<file path="src/hw/rtl/stt_pkg.sv">
// Shared types, widths and register codes for the sparse triplet transpose block.
`default_nettype none
package stt_pkg;

  localparam int MAX_TERMS_DEF = 32;
  localparam int MAX_DIM_DEF   = 1024;

  localparam int DIM_W    = 11;
  localparam int IDX_W    = 10;
  localparam int VAL_W    = 32;
  localparam int COL_SPAN = 1 << IDX_W;

  localparam int ADDR_W = 3;
  localparam int DATA_W = 32;

  // register index, taken from paddr[2]
  localparam logic REG_ROWS = 1'b0;
  localparam logic REG_COLS = 1'b1;

  typedef struct packed {
    logic [DIM_W-1:0] rows;
    logic [DIM_W-1:0] cols;
  } dims_t;

  typedef struct packed {
    logic [IDX_W-1:0]        row;
    logic [IDX_W-1:0]        col;
    logic signed [VAL_W-1:0] value;
  } term_t;

endpackage
`default_nettype wire

</file>
<file path="src/hw/rtl/stt_term_mem.sv">
// Term store: one write port, one registered read port.
`default_nettype none
module stt_term_mem
  import stt_pkg::*;
#(
  parameter int MAX_TERMS = MAX_TERMS_DEF,
  localparam int AW = (MAX_TERMS > 1) ? $clog2(MAX_TERMS) : 1
) (
  input  wire logic          clk,
  input  wire logic          wr_en,
  input  wire logic [AW-1:0] wr_addr,
  input  wire term_t         wr_data,
  input  wire logic          rd_en,
  input  wire logic [AW-1:0] rd_addr,
  output term_t              rd_data
);

  term_t mem [MAX_TERMS];

  always_ff @(posedge clk) begin
    if (wr_en) begin
      mem[wr_addr] <= wr_data;
    end
  end

  // hold read data until the next read
  always_ff @(posedge clk) begin
    if (rd_en) begin
      rd_data <= mem[rd_addr];
    end
  end

endmodule
`default_nettype wire

</file>
<file path="src/hw/rtl/stt_cfg_regs.sv">
// APB register file holding the source matrix dimensions.
`default_nettype none
module stt_cfg_regs
  import stt_pkg::*;
(
  input  wire logic              clk,
  input  wire logic              rst,
  input  wire logic              psel,
  input  wire logic              penable,
  input  wire logic              pwrite,
  input  wire logic [ADDR_W-1:0] paddr,
  input  wire logic [DATA_W-1:0] pwdata,
  output logic [DATA_W-1:0]      prdata,
  output logic                   pready,
  output dims_t                  dims
);

  logic wr;
  assign wr     = psel && penable && pwrite;
  assign pready = 1'b1;

  always_ff @(posedge clk) begin
    if (rst) begin
      dims.rows <= DIM_W'(1);
      dims.cols <= DIM_W'(1);
    end else if (wr) begin
      case (paddr[2])
        REG_ROWS: dims.rows <= pwdata[DIM_W-1:0];
        REG_COLS: dims.cols <= pwdata[DIM_W-1:0];
        default:  ;
      endcase
    end
  end

  always_comb begin
    case (paddr[2])
      REG_ROWS: prdata = DATA_W'(dims.rows);
      REG_COLS: prdata = DATA_W'(dims.cols);
      default:  prdata = '0;
    endcase
  end

endmodule
`default_nettype wire

</file>
<file path="src/hw/rtl/sparse_triplet_transpose.sv">
// Sparse matrix transpose in triplet form: loader, column scanner and output stage.
// Load: one input word per cycle into the term store; no result until the last word.
// Transpose run: header first, then a read state and an evaluate state for each (column,
// stored term) pair, set by the single read port of the term store; output stalls add to the run.
// Input is stalled for the whole run. Reset (rst, synchronous) empties the store,
// clears the overflow mark and sets both dimensions to 1; no clearing pass is needed.
`default_nettype none
module sparse_triplet_transpose
  import stt_pkg::*;
#(
  parameter int MAX_TERMS = MAX_TERMS_DEF,
  parameter int MAX_DIM   = MAX_DIM_DEF
) (
  input  wire logic                clk,
  input  wire logic                rst,
  input  wire logic                psel,
  input  wire logic                penable,
  input  wire logic                pwrite,
  input  wire logic [ADDR_W-1:0]   paddr,
  input  wire logic [DATA_W-1:0]   pwdata,
  output logic [DATA_W-1:0]        prdata,
  output logic                     pready,
  input  wire logic                in_valid,
  output logic                     in_stall,
  input  wire logic                has_term,
  input  wire logic [IDX_W-1:0]    entry_row,
  input  wire logic [IDX_W-1:0]    entry_col,
  input  wire logic signed [VAL_W-1:0] entry_value,
  input  wire logic                entry_last,
  output logic                     out_valid,
  input  wire logic                out_stall,
  output logic                     is_header,
  output logic [DIM_W-1:0]         out_row,
  output logic [DIM_W-1:0]         out_col,
  output logic signed [VAL_W-1:0]  out_value,
  output logic                     overflow,
  output logic                     out_last
);

  localparam int AW = (MAX_TERMS > 1) ? $clog2(MAX_TERMS) : 1;
  localparam int CW = $clog2(MAX_TERMS + 1);
  localparam logic [31:0] MaxDimW = 32'(MAX_DIM);

  localparam logic [2:0] ST_LOAD  = 3'd0;
  localparam logic [2:0] ST_HDR   = 3'd1;
  localparam logic [2:0] ST_RD    = 3'd2;
  localparam logic [2:0] ST_EV    = 3'd3;
  localparam logic [2:0] ST_FLUSH = 3'd4;

  dims_t dims;

  stt_cfg_regs u_cfg (
    .clk     (clk),
    .rst     (rst),
    .psel    (psel),
    .penable (penable),
    .pwrite  (pwrite),
    .paddr   (paddr),
    .pwdata  (pwdata),
    .prdata  (prdata),
    .pready  (pready),
    .dims    (dims)
  );

  logic [2:0]       state;
  logic [CW-1:0]    count;
  logic             dropped;
  logic [AW-1:0]    j;
  logic [DIM_W-1:0] col;
  logic [DIM_W-1:0] col_limit;

  // result waiting for the next match (or the end of the scan) to learn its last mark
  logic                    held_hdr;
  logic [DIM_W-1:0]        held_row;
  logic [DIM_W-1:0]        held_col;
  logic signed [VAL_W-1:0] held_value;

  logic  in_acc;
  logic  mem_we;
  term_t wr_term;
  term_t rd_term;
  logic  rd_en;

  assign in_stall = (state != ST_LOAD);
  assign in_acc   = in_valid && !in_stall;
  assign mem_we   = in_acc && has_term && (count < CW'(MAX_TERMS));
  assign rd_en    = (state == ST_RD);

  assign wr_term.row   = entry_row;
  assign wr_term.col   = entry_col;
  assign wr_term.value = entry_value;

  stt_term_mem #(.MAX_TERMS(MAX_TERMS)) u_mem (
    .clk     (clk),
    .wr_en   (mem_we),
    .wr_addr (count[AW-1:0]),
    .wr_data (wr_term),
    .rd_en   (rd_en),
    .rd_addr (j),
    .rd_data (rd_term)
  );

  // saturate dimensions to MAX_DIM
  logic [DIM_W-1:0] rows_eff;
  logic [DIM_W-1:0] cols_eff;
  logic [DIM_W-1:0] scan_lim;

  always_comb begin
    rows_eff = ({21'b0, dims.rows} > MaxDimW) ? MaxDimW[DIM_W-1:0] : dims.rows;
    cols_eff = ({21'b0, dims.cols} > MaxDimW) ? MaxDimW[DIM_W-1:0] : dims.cols;
    scan_lim = (cols_eff > DIM_W'(COL_SPAN)) ? DIM_W'(COL_SPAN) : cols_eff;
  end

  logic          can_push;
  logic          match;
  logic          push;
  logic [CW-1:0] j_inc;
  logic          term_end;
  logic          col_end;

  assign can_push = !out_valid || !out_stall;
  assign match    = ({1'b0, rd_term.col} == col);
  assign push     = can_push && ((state == ST_EV && match) || state == ST_FLUSH);
  assign j_inc    = CW'(j) + CW'(1);
  assign term_end = (j_inc == count);
  assign col_end  = ((col + DIM_W'(1)) == col_limit);

  always_ff @(posedge clk) begin
    if (rst) begin
      state     <= ST_LOAD;
      count     <= '0;
      dropped   <= 1'b0;
      out_valid <= 1'b0;
    end else begin
      if (push) begin
        out_valid <= 1'b1;
      end else if (out_valid && !out_stall) begin
        out_valid <= 1'b0;
      end
      case (state)
        ST_LOAD: begin
          if (in_acc) begin
            if (has_term) begin
              if (mem_we) begin
                count <= count + CW'(1);
              end else begin
                dropped <= 1'b1;
              end
            end
            if (entry_last) begin
              state <= ST_HDR;
            end
          end
        end
        ST_HDR: begin
          if (count == '0 || scan_lim == '0) begin
            state <= ST_FLUSH;
          end else begin
            state <= ST_RD;
          end
        end
        ST_RD: begin
          state <= ST_EV;
        end
        ST_EV: begin
          if (!match || can_push) begin
            if (term_end && col_end) begin
              state <= ST_FLUSH;
            end else begin
              state <= ST_RD;
            end
          end
        end
        ST_FLUSH: begin
          if (can_push) begin
            count   <= '0;
            dropped <= 1'b0;
            state   <= ST_LOAD;
          end
        end
        default: state <= ST_LOAD;
      endcase
    end
  end

  // scan counters, held result and output word
  always_ff @(posedge clk) begin
    case (state)
      ST_HDR: begin
        j          <= '0;
        col        <= '0;
        col_limit  <= scan_lim;
        held_hdr   <= 1'b1;
        held_row   <= cols_eff;
        held_col   <= rows_eff;
        held_value <= signed'(VAL_W'(count));
      end
      ST_EV: begin
        if (!match || can_push) begin
          if (match) begin
            is_header  <= held_hdr;
            out_row    <= held_row;
            out_col    <= held_col;
            out_value  <= held_value;
            overflow   <= dropped;
            out_last   <= 1'b0;
            held_hdr   <= 1'b0;
            held_row   <= {1'b0, rd_term.col};
            held_col   <= {1'b0, rd_term.row};
            held_value <= rd_term.value;
          end
          if (term_end) begin
            j   <= '0;
            col <= col + DIM_W'(1);
          end else begin
            j <= j_inc[AW-1:0];
          end
        end
      end
      ST_FLUSH: begin
        if (can_push) begin
          is_header <= held_hdr;
          out_row   <= held_row;
          out_col   <= held_col;
          out_value <= held_value;
          overflow  <= dropped;
          out_last  <= 1'b1;
        end
      end
      default: ;
    endcase
  end

endmodule
`default_nettype wire
</file>
<file path="config.mk">
export PLATFORM = sky130hd
export DESIGN_NAME = sparse_triplet_transpose
export DESIGN_NICKNAME = d
export VERILOG_FILES = /design/src/hw/rtl/stt_pkg.sv /design/src/hw/rtl/stt_term_mem.sv /design/src/hw/rtl/stt_cfg_regs.sv /design/src/hw/rtl/sparse_triplet_transpose.sv
export SDC_FILE = /design/constraint.sdc
export NUM_CORES = 2
export LEC_CHECK = 0
export BUFFER_PORTS_ARGS = -buffer_cell sky130_fd_sc_hd__buf_2
export CAP_MARGIN = 40
export CORE_MARGIN = 4
export CORE_UTILIZATION = 30
export DETAILED_ROUTE_END_ITERATION = 6
export PLACE_DENSITY = 0.44
export SYNTH_ARGS = -nofsm -noshare
export SYNTH_HDL_FRONTEND = slang
export SYNTH_SLANG_ARGS = --single-unit
export TNS_END_PERCENT = 50
</file>
<file path="constraint.sdc">
create_clock -name clk -period 5.17 [get_ports clk]
set_input_delay 0.7755 -clock clk [delete_from_list [all_inputs] [get_ports clk]]
set_output_delay 0.7755 -clock clk [all_outputs]
set_load 0.01 [all_outputs]
</file>
# After elaboration in Yosys (flattened, before gate mapping)

Memory sizes are Yosys's and may differ from the RTL's. A register that Yosys moved wholly into a read port is not among the register bits.
Cells that the tools add are included.

Memories: 1
Bits in registers: 172
Memory bits (writable): 1664

Memories:

| memory    | depth | bits a word | read ports | clocked after memory_dff | write ports | RTL line           | text |
|---|---|---|---|---|---|---|---|
| u_mem.mem | 32    | 52          | 1          | 1                        | 1           | stt_term_mem.sv:18 | `term_t mem [MAX_TERMS];` |

Add/subtract/negate cells: 3
Mux-type cells: 65
Reduce and logical (&&, ||, !) cells: 34
Order comparisons: 4
Bitwise gates (word level): 1
Equal/unequal tests: 16

Operator list:

| kind                    | number |
|---|---|
| $pmux W32 S2            | 3 |
| $mux W11                | 15 |
| $mux W32                | 5 |
| $pmux W11 S2            | 5 |
| $gt A11 B11 Y1 const B  | 3 |
| $mux W6                 | 4 |
| $mux W3                 | 6 |
| $mux W1                 | 17 |
| $ne A2 B2 Y1 const B    | 8 |
| $pmux W3 S5             | 1 |
| $pmux W6 S2             | 1 |
| $add A11 B1 Y11 const B | 1 |
| $eq A10 B11 Y1          | 1 |
| $eq A11 B11 Y1          | 1 |
| $logic_not A11 Y1       | 1 |
| $mux W5                 | 2 |
| $pmux W1 S2             | 5 |
| $pmux W5 S2             | 1 |
| $reduce_and A5 Y1       | 2 |
| $logic_and A1 B1 Y1     | 9 |
| $reduce_and A4 Y1       | 2 |
| $reduce_bool A2 Y1      | 4 |
| $add A5 B1 Y6 const B   | 1 |
| $add A6 B1 Y6 const B   | 1 |
| 14 further kinds        | 24 |

# Logic depth before layout (Yosys ltp)

Depth in word-level cells: 9
Gate-level depth with buffers: 9
Mapped depth without buffers: 7

# Hierarchy

A second synthesis with hierarchy kept.

Cells, all modules: 4201
Area total of the unflattened synthesis: 73735.7 um^2

By module, submodules not included:

| module                   | area each (um^2) | seq. area each (um^2) | cells each | instances |
|---|---|---|---|---|
| stt_term_mem             | 66243.5          | 51529.4               | 3641       | 1 |
| sparse_triplet_transpose | 6252.2           | 4394.2                | 438        | 1 |
| stt_cfg_regs             | 1239.9           | 440.4                 | 122        | 1 |

# Worst setup path after synthesis

No wires, ideal clock.

Kind: register to register
Start point: reg state[2]
End point: reg is_header (enable)
Arrival: 4.286 ns
Stages on the path, launching flop included: 7
Setup time: 0.491 ns
Path slack: 0.394 ns
Cells stage by stage: dfxtp_1 > clkbuf_1 > nor3_1 > clkinv_1 > nor2_1 > nor2_1 > a21oi_1

Longest elaborated chain between the ends: 3

Ends and longest elaborated chain:

| what                                                | RTL line                        | text |
|---|---|---|
| from (decl)                                         | sparse_triplet_transpose.sv:65  | `logic [2:0] state;` |
| from (signal assigned)                              | sparse_triplet_transpose.sv:130 | `state <= ST_LOAD;` |
| from (signal assigned)                              | sparse_triplet_transpose.sv:151 | `state <= ST_HDR;` |
| from (signal assigned)                              | sparse_triplet_transpose.sv:157 | `state <= ST_FLUSH;` |
| $eq A3 B2 Y1 / $eq A3 B3 Y1 (equally long branches) | sparse_triplet_transpose.sv:188 | `case (state)` |
| $ne A2 B2 Y1 (no line) (tied with other cells)      | -                               |  |
| $reduce_and A4 Y1 (no line) (*)                     | -                               |  |
| to (signal assigned)                                | sparse_triplet_transpose.sv:201 | `is_header <= held_hdr;` |
| to (signal assigned)                                | sparse_triplet_transpose.sv:222 | `is_header <= held_hdr;` |
| to (decl)                                           | sparse_triplet_transpose.sv:32  | `output logic is_header,` |

Every way passes the cells marked *; elsewhere a longest branch is shown, timed or not.
A chain may end at the register's enable or synchronous reset.

# Final worst setup path

Start point: reg state[2]
End point: mem u_mem.mem[31][9] (netlist bit) (enable)

Longest elaborated chain between the ends: 7

Ends and longest elaborated chain:

| what                              | RTL line                       | text |
|---|---|---|
| $reduce_bool A3 Y1                | sparse_triplet_transpose.sv:84 | `assign in_stall = (state != ST_LOAD);` |
| $logic_not A1 Y1                  | sparse_triplet_transpose.sv:85 | `assign in_acc = in_valid && !in_stall;` |
| $logic_and A1 B1 Y1               | sparse_triplet_transpose.sv:85 |  |
| $logic_and A1 B1 Y1 (2 in series) | sparse_triplet_transpose.sv:86 | `assign mem_we = in_acc && has_term && (count < CW'(MAX_TERMS));` |
| $mux W1                           | stt_term_mem.sv:21             | `if (wr_en) begin` |
| $mux W1 (implied by the code)     | stt_term_mem.sv:22             | `mem[wr_addr] <= wr_data;` |
| to (decl)                         | stt_term_mem.sv:18             |  |

Every way passes these cells.

==> impl_metrics.tcl <==
set metrics [dict create \
    worstSetupStartpointType "flip-flop" \
    netlist_area_um2 71900 \
    required_ns 5.67 \
    die_area_um2 248000 \
    wl_mm 190 \
    drc 0 \
    drt-initial-drc-count 2872 \
    end_kind "flip-flop" \
    rsz0062_at_grt "no" \
    max_freq_mhz 285 \
    p_leak_nw 25.7 \
    crit_arrival_ns 4.02 \
    syn_inst 3047 \
    status "complete, no violations" \
    grt_max_degree 79 \
    final_common_cell "edfxtp_1" \
    critPathMaxFanout 14 \
    worstHoldPathType "input port to flip-flop" \
    drt-wirelength-per-cell_um 28.5 \
    grt-ovfl-total 0 \
    htree_num_levels 4 \
    cts_tree "yes" \
    final_cell_mix "edfxtp_1, mux4_2, clkbuf_16" \
    die_x_um 498 \
    portBuffers 142 \
    antenna_found_initial 26 \
    seqPwrFrac 0.540 \
    numCtsBuffers 200 \
    ys_seq_area_frac 0.784 \
    ys_ff_latch 1888 \
    post_cts_buffers 0 \
    grt_pass1_wl_mm 270 \
    dp_hpwl_mm 103 \
    dieHeight_um 498 \
    track_usage 0.152 \
    swShare 0.208 \
    cts_root_buffer "clkbuf_16" \
    drt-pass1-iter-count 5 \
    syn_avg_cell_area_um2 23.6 \
    hold_viol_final 0 \
    antenna_left 0 \
    gp_congestion 0.727 \
    p_switching_mw 6.51 \
    finalCriticalPeriod_ns 3.51 \
    fillers 22100 \
    cellPowerDensity_nw_per_um2 375 \
    final_max_slew_viol_count 0 \
    maxCapViolations 0 \
    path_clk_slew_ns 0.06 \
    clkPwrFrac 0.432 \
    clock_latency_ns 0.84 \
    nets 3462 \
    holdBufCountCts 0 \
    crit_chain "or3_1, nor3_1, buf_2, nand2_1, nor2_4, buf_4" \
    cts.sink_count 1888 \
    slew_headroom 0.410 \
    yosys_warnings 0 \
    crit_path_max_incr_delay_ns 0.83 \
    ios 188 \
    fin_tns_setup_ns 0 \
    power_frac_comb 0.028 \
    drive_gt1_frac 0.329 \
    criticalPathCategory "flip-flop to flip-flop" \
    grt_pass1_vias 34300 \
    synth_edf_count 1855 \
    worst_slew_pin_slew_ns 0.885 \
    regArea_um2 56400 \
    cts_resized 0 \
    place_area_um2 77400 \
    power.internal_mw 24.8 \
    setup_viol 0 \
    async_flop_share 0 \
    period_share 0.679 \
    fp-row-count 179 \
    num_vias 32600 \
    fin_area_um2 83500 \
    ys.flop_type "edfxtp_1" \
    multi_input_area_um2 15000 \
    critPathSlowestCell "nor2_4" \
    synth_cell_types 48 \
    synth.top_cell.area_share 0.774 \
    start_util 0.302 \
    syn2layout_area_growth_pct 16.1 \
    clockBufferDepth 3 \
    peakVddDrop_mv 0.333 \
    synth_area_leader_cell "edfxtp_1" \
    ys_top_cells_by_area "edfxtp_1, mux4_2, mux2_2" \
    routed_via_density 4.87 \
    core_um2 238000 \
    final.setup_skew_ns 0.0520 \
]
## path summary, 6_finish.rpt
path                     from          endpoint  slack, ns  cells after the start
setup / recovery     state[2]  u_mem.mem[31][9]       1.66                      6
hold / removal      pwdata[9]     u_cfg.dims[9]       0.18                      3
setup reg to reg     state[2]  u_mem.mem[31][9]       1.66                      6
hold reg to reg   held_col[2]        out_col[2]       0.42                      0
## state kept, by name, indices dropped and copies added (netlist names)
name and flops:
u_mem.mem 1664, u_mem.rd_data 52, held_value 32, out_value 32
u_cfg.dims 22, col 11, col_limit 11, held_col 11
held_row 11, out_col 11, out_row 11, count 6
j 5, state 3, dropped 1, held_hdr 1
is_header 1, out_last 1, out_valid 1, overflow 1
## worst max-delay path: cells and delay by family, from the launching register on
family | cells | cell delay (ns)
AND/OR/NAND/NOR | 4 | 2.06
buffers and inverters | 2 | 0.67
flip-flops | 1 | 0.42
## power groups by stage
stage	clock network, mW	registers [mW]	logic, mW
4_1_cts	14.0	16.9	0.899
5_1_grt	14.6	16.9	0.951
3_3_place_gp	0	17.2	0.883
2_1_floorplan	0	17.2	0.471
3_5_place_dp	0	17.2	0.898
6_report	13.5	16.9	0.872
## layer usage
layer  track usage  share of wire  vias to the layer above
met5             0        0.00028                        -
met4        0.0403          0.023                        8
met3        0.0278          0.049                      276
met2         0.242           0.47                      850
met1         0.217           0.45                    18000
li1              -              -                    13500
## cell families (layout without fill, tap and decap cells)
logic type / count (synthesis) / in the layout / synth area share
AOI/OAI and AO/OA: 67 / 67 / 0.00539
xor gates and xnor gates: 40 / 40 / 0.00506
adders and majority gates: 6 / 6 / 0.00104
buffers and inverters: 184 / 628 / 0.0126
DFF: 1888 / 1888 / 0.784
muxes: 594 / 594 / 0.174
other: 2 / 28 / 0.000104
and+or+nand+nor: 266 / 266 / 0.0178
## area by class of cell
cell class	instances	area share
Clock inverter	96	0.0102
Antenna cell	6	0.000180
Sequential cell	1888	0.675
Tap cell	3167	0.0474
Multi-Input combinational cell	995	0.180
Clock buffer	257	0.0631
Inverter	10	0.000449
Timing Repair Buffer	265	0.0241
## cells in the mapped netlist, types with 2 or more instances
master    instances
edfxtp_1       1855
nand3_1          16
dfxtp_1          33
a22o_1            3
and3_1            4
a32oi_1           3
ha_1              6
or3b_2            2
nor4_1            8
nor3_1           10
mux4_2          520
mux2_2           73
nand3b_1          6
nand2_1          81
buf_2            35
buf_1             9
or3_1             2
a21oi_1          32
o21ai_0          18
nand4_1           4
inv_1             9
xnor2_1          14
clkbuf_1         89
a31oi_1           3
nor2b_1          12
buf_6             4
nand4b_1          2
conb_1            2
nor2_1           72
xor2_1           25
nor3b_1           2
nand2b_1         13
buf_4            37
and2_1           29
## metrics by stage
stage	std cells	worst slack, ns	power [mW]	util	hold WS [ns]
2_1_floorplan	3067	0.394	17.7	-	0.400
4_1_cts	6678	1.65	31.8	0.350	0.0932
5_1_grt	6680	1.49	32.5	0.350	0.137
6_report	6684	1.66	31.3	0.351	0.183
3_3_place_gp	6316	0.865	18.1	0.324	0.404
3_5_place_dp	6325	1.56	18.1	0.325	0.405
Power figures use the tool's default switching activity.
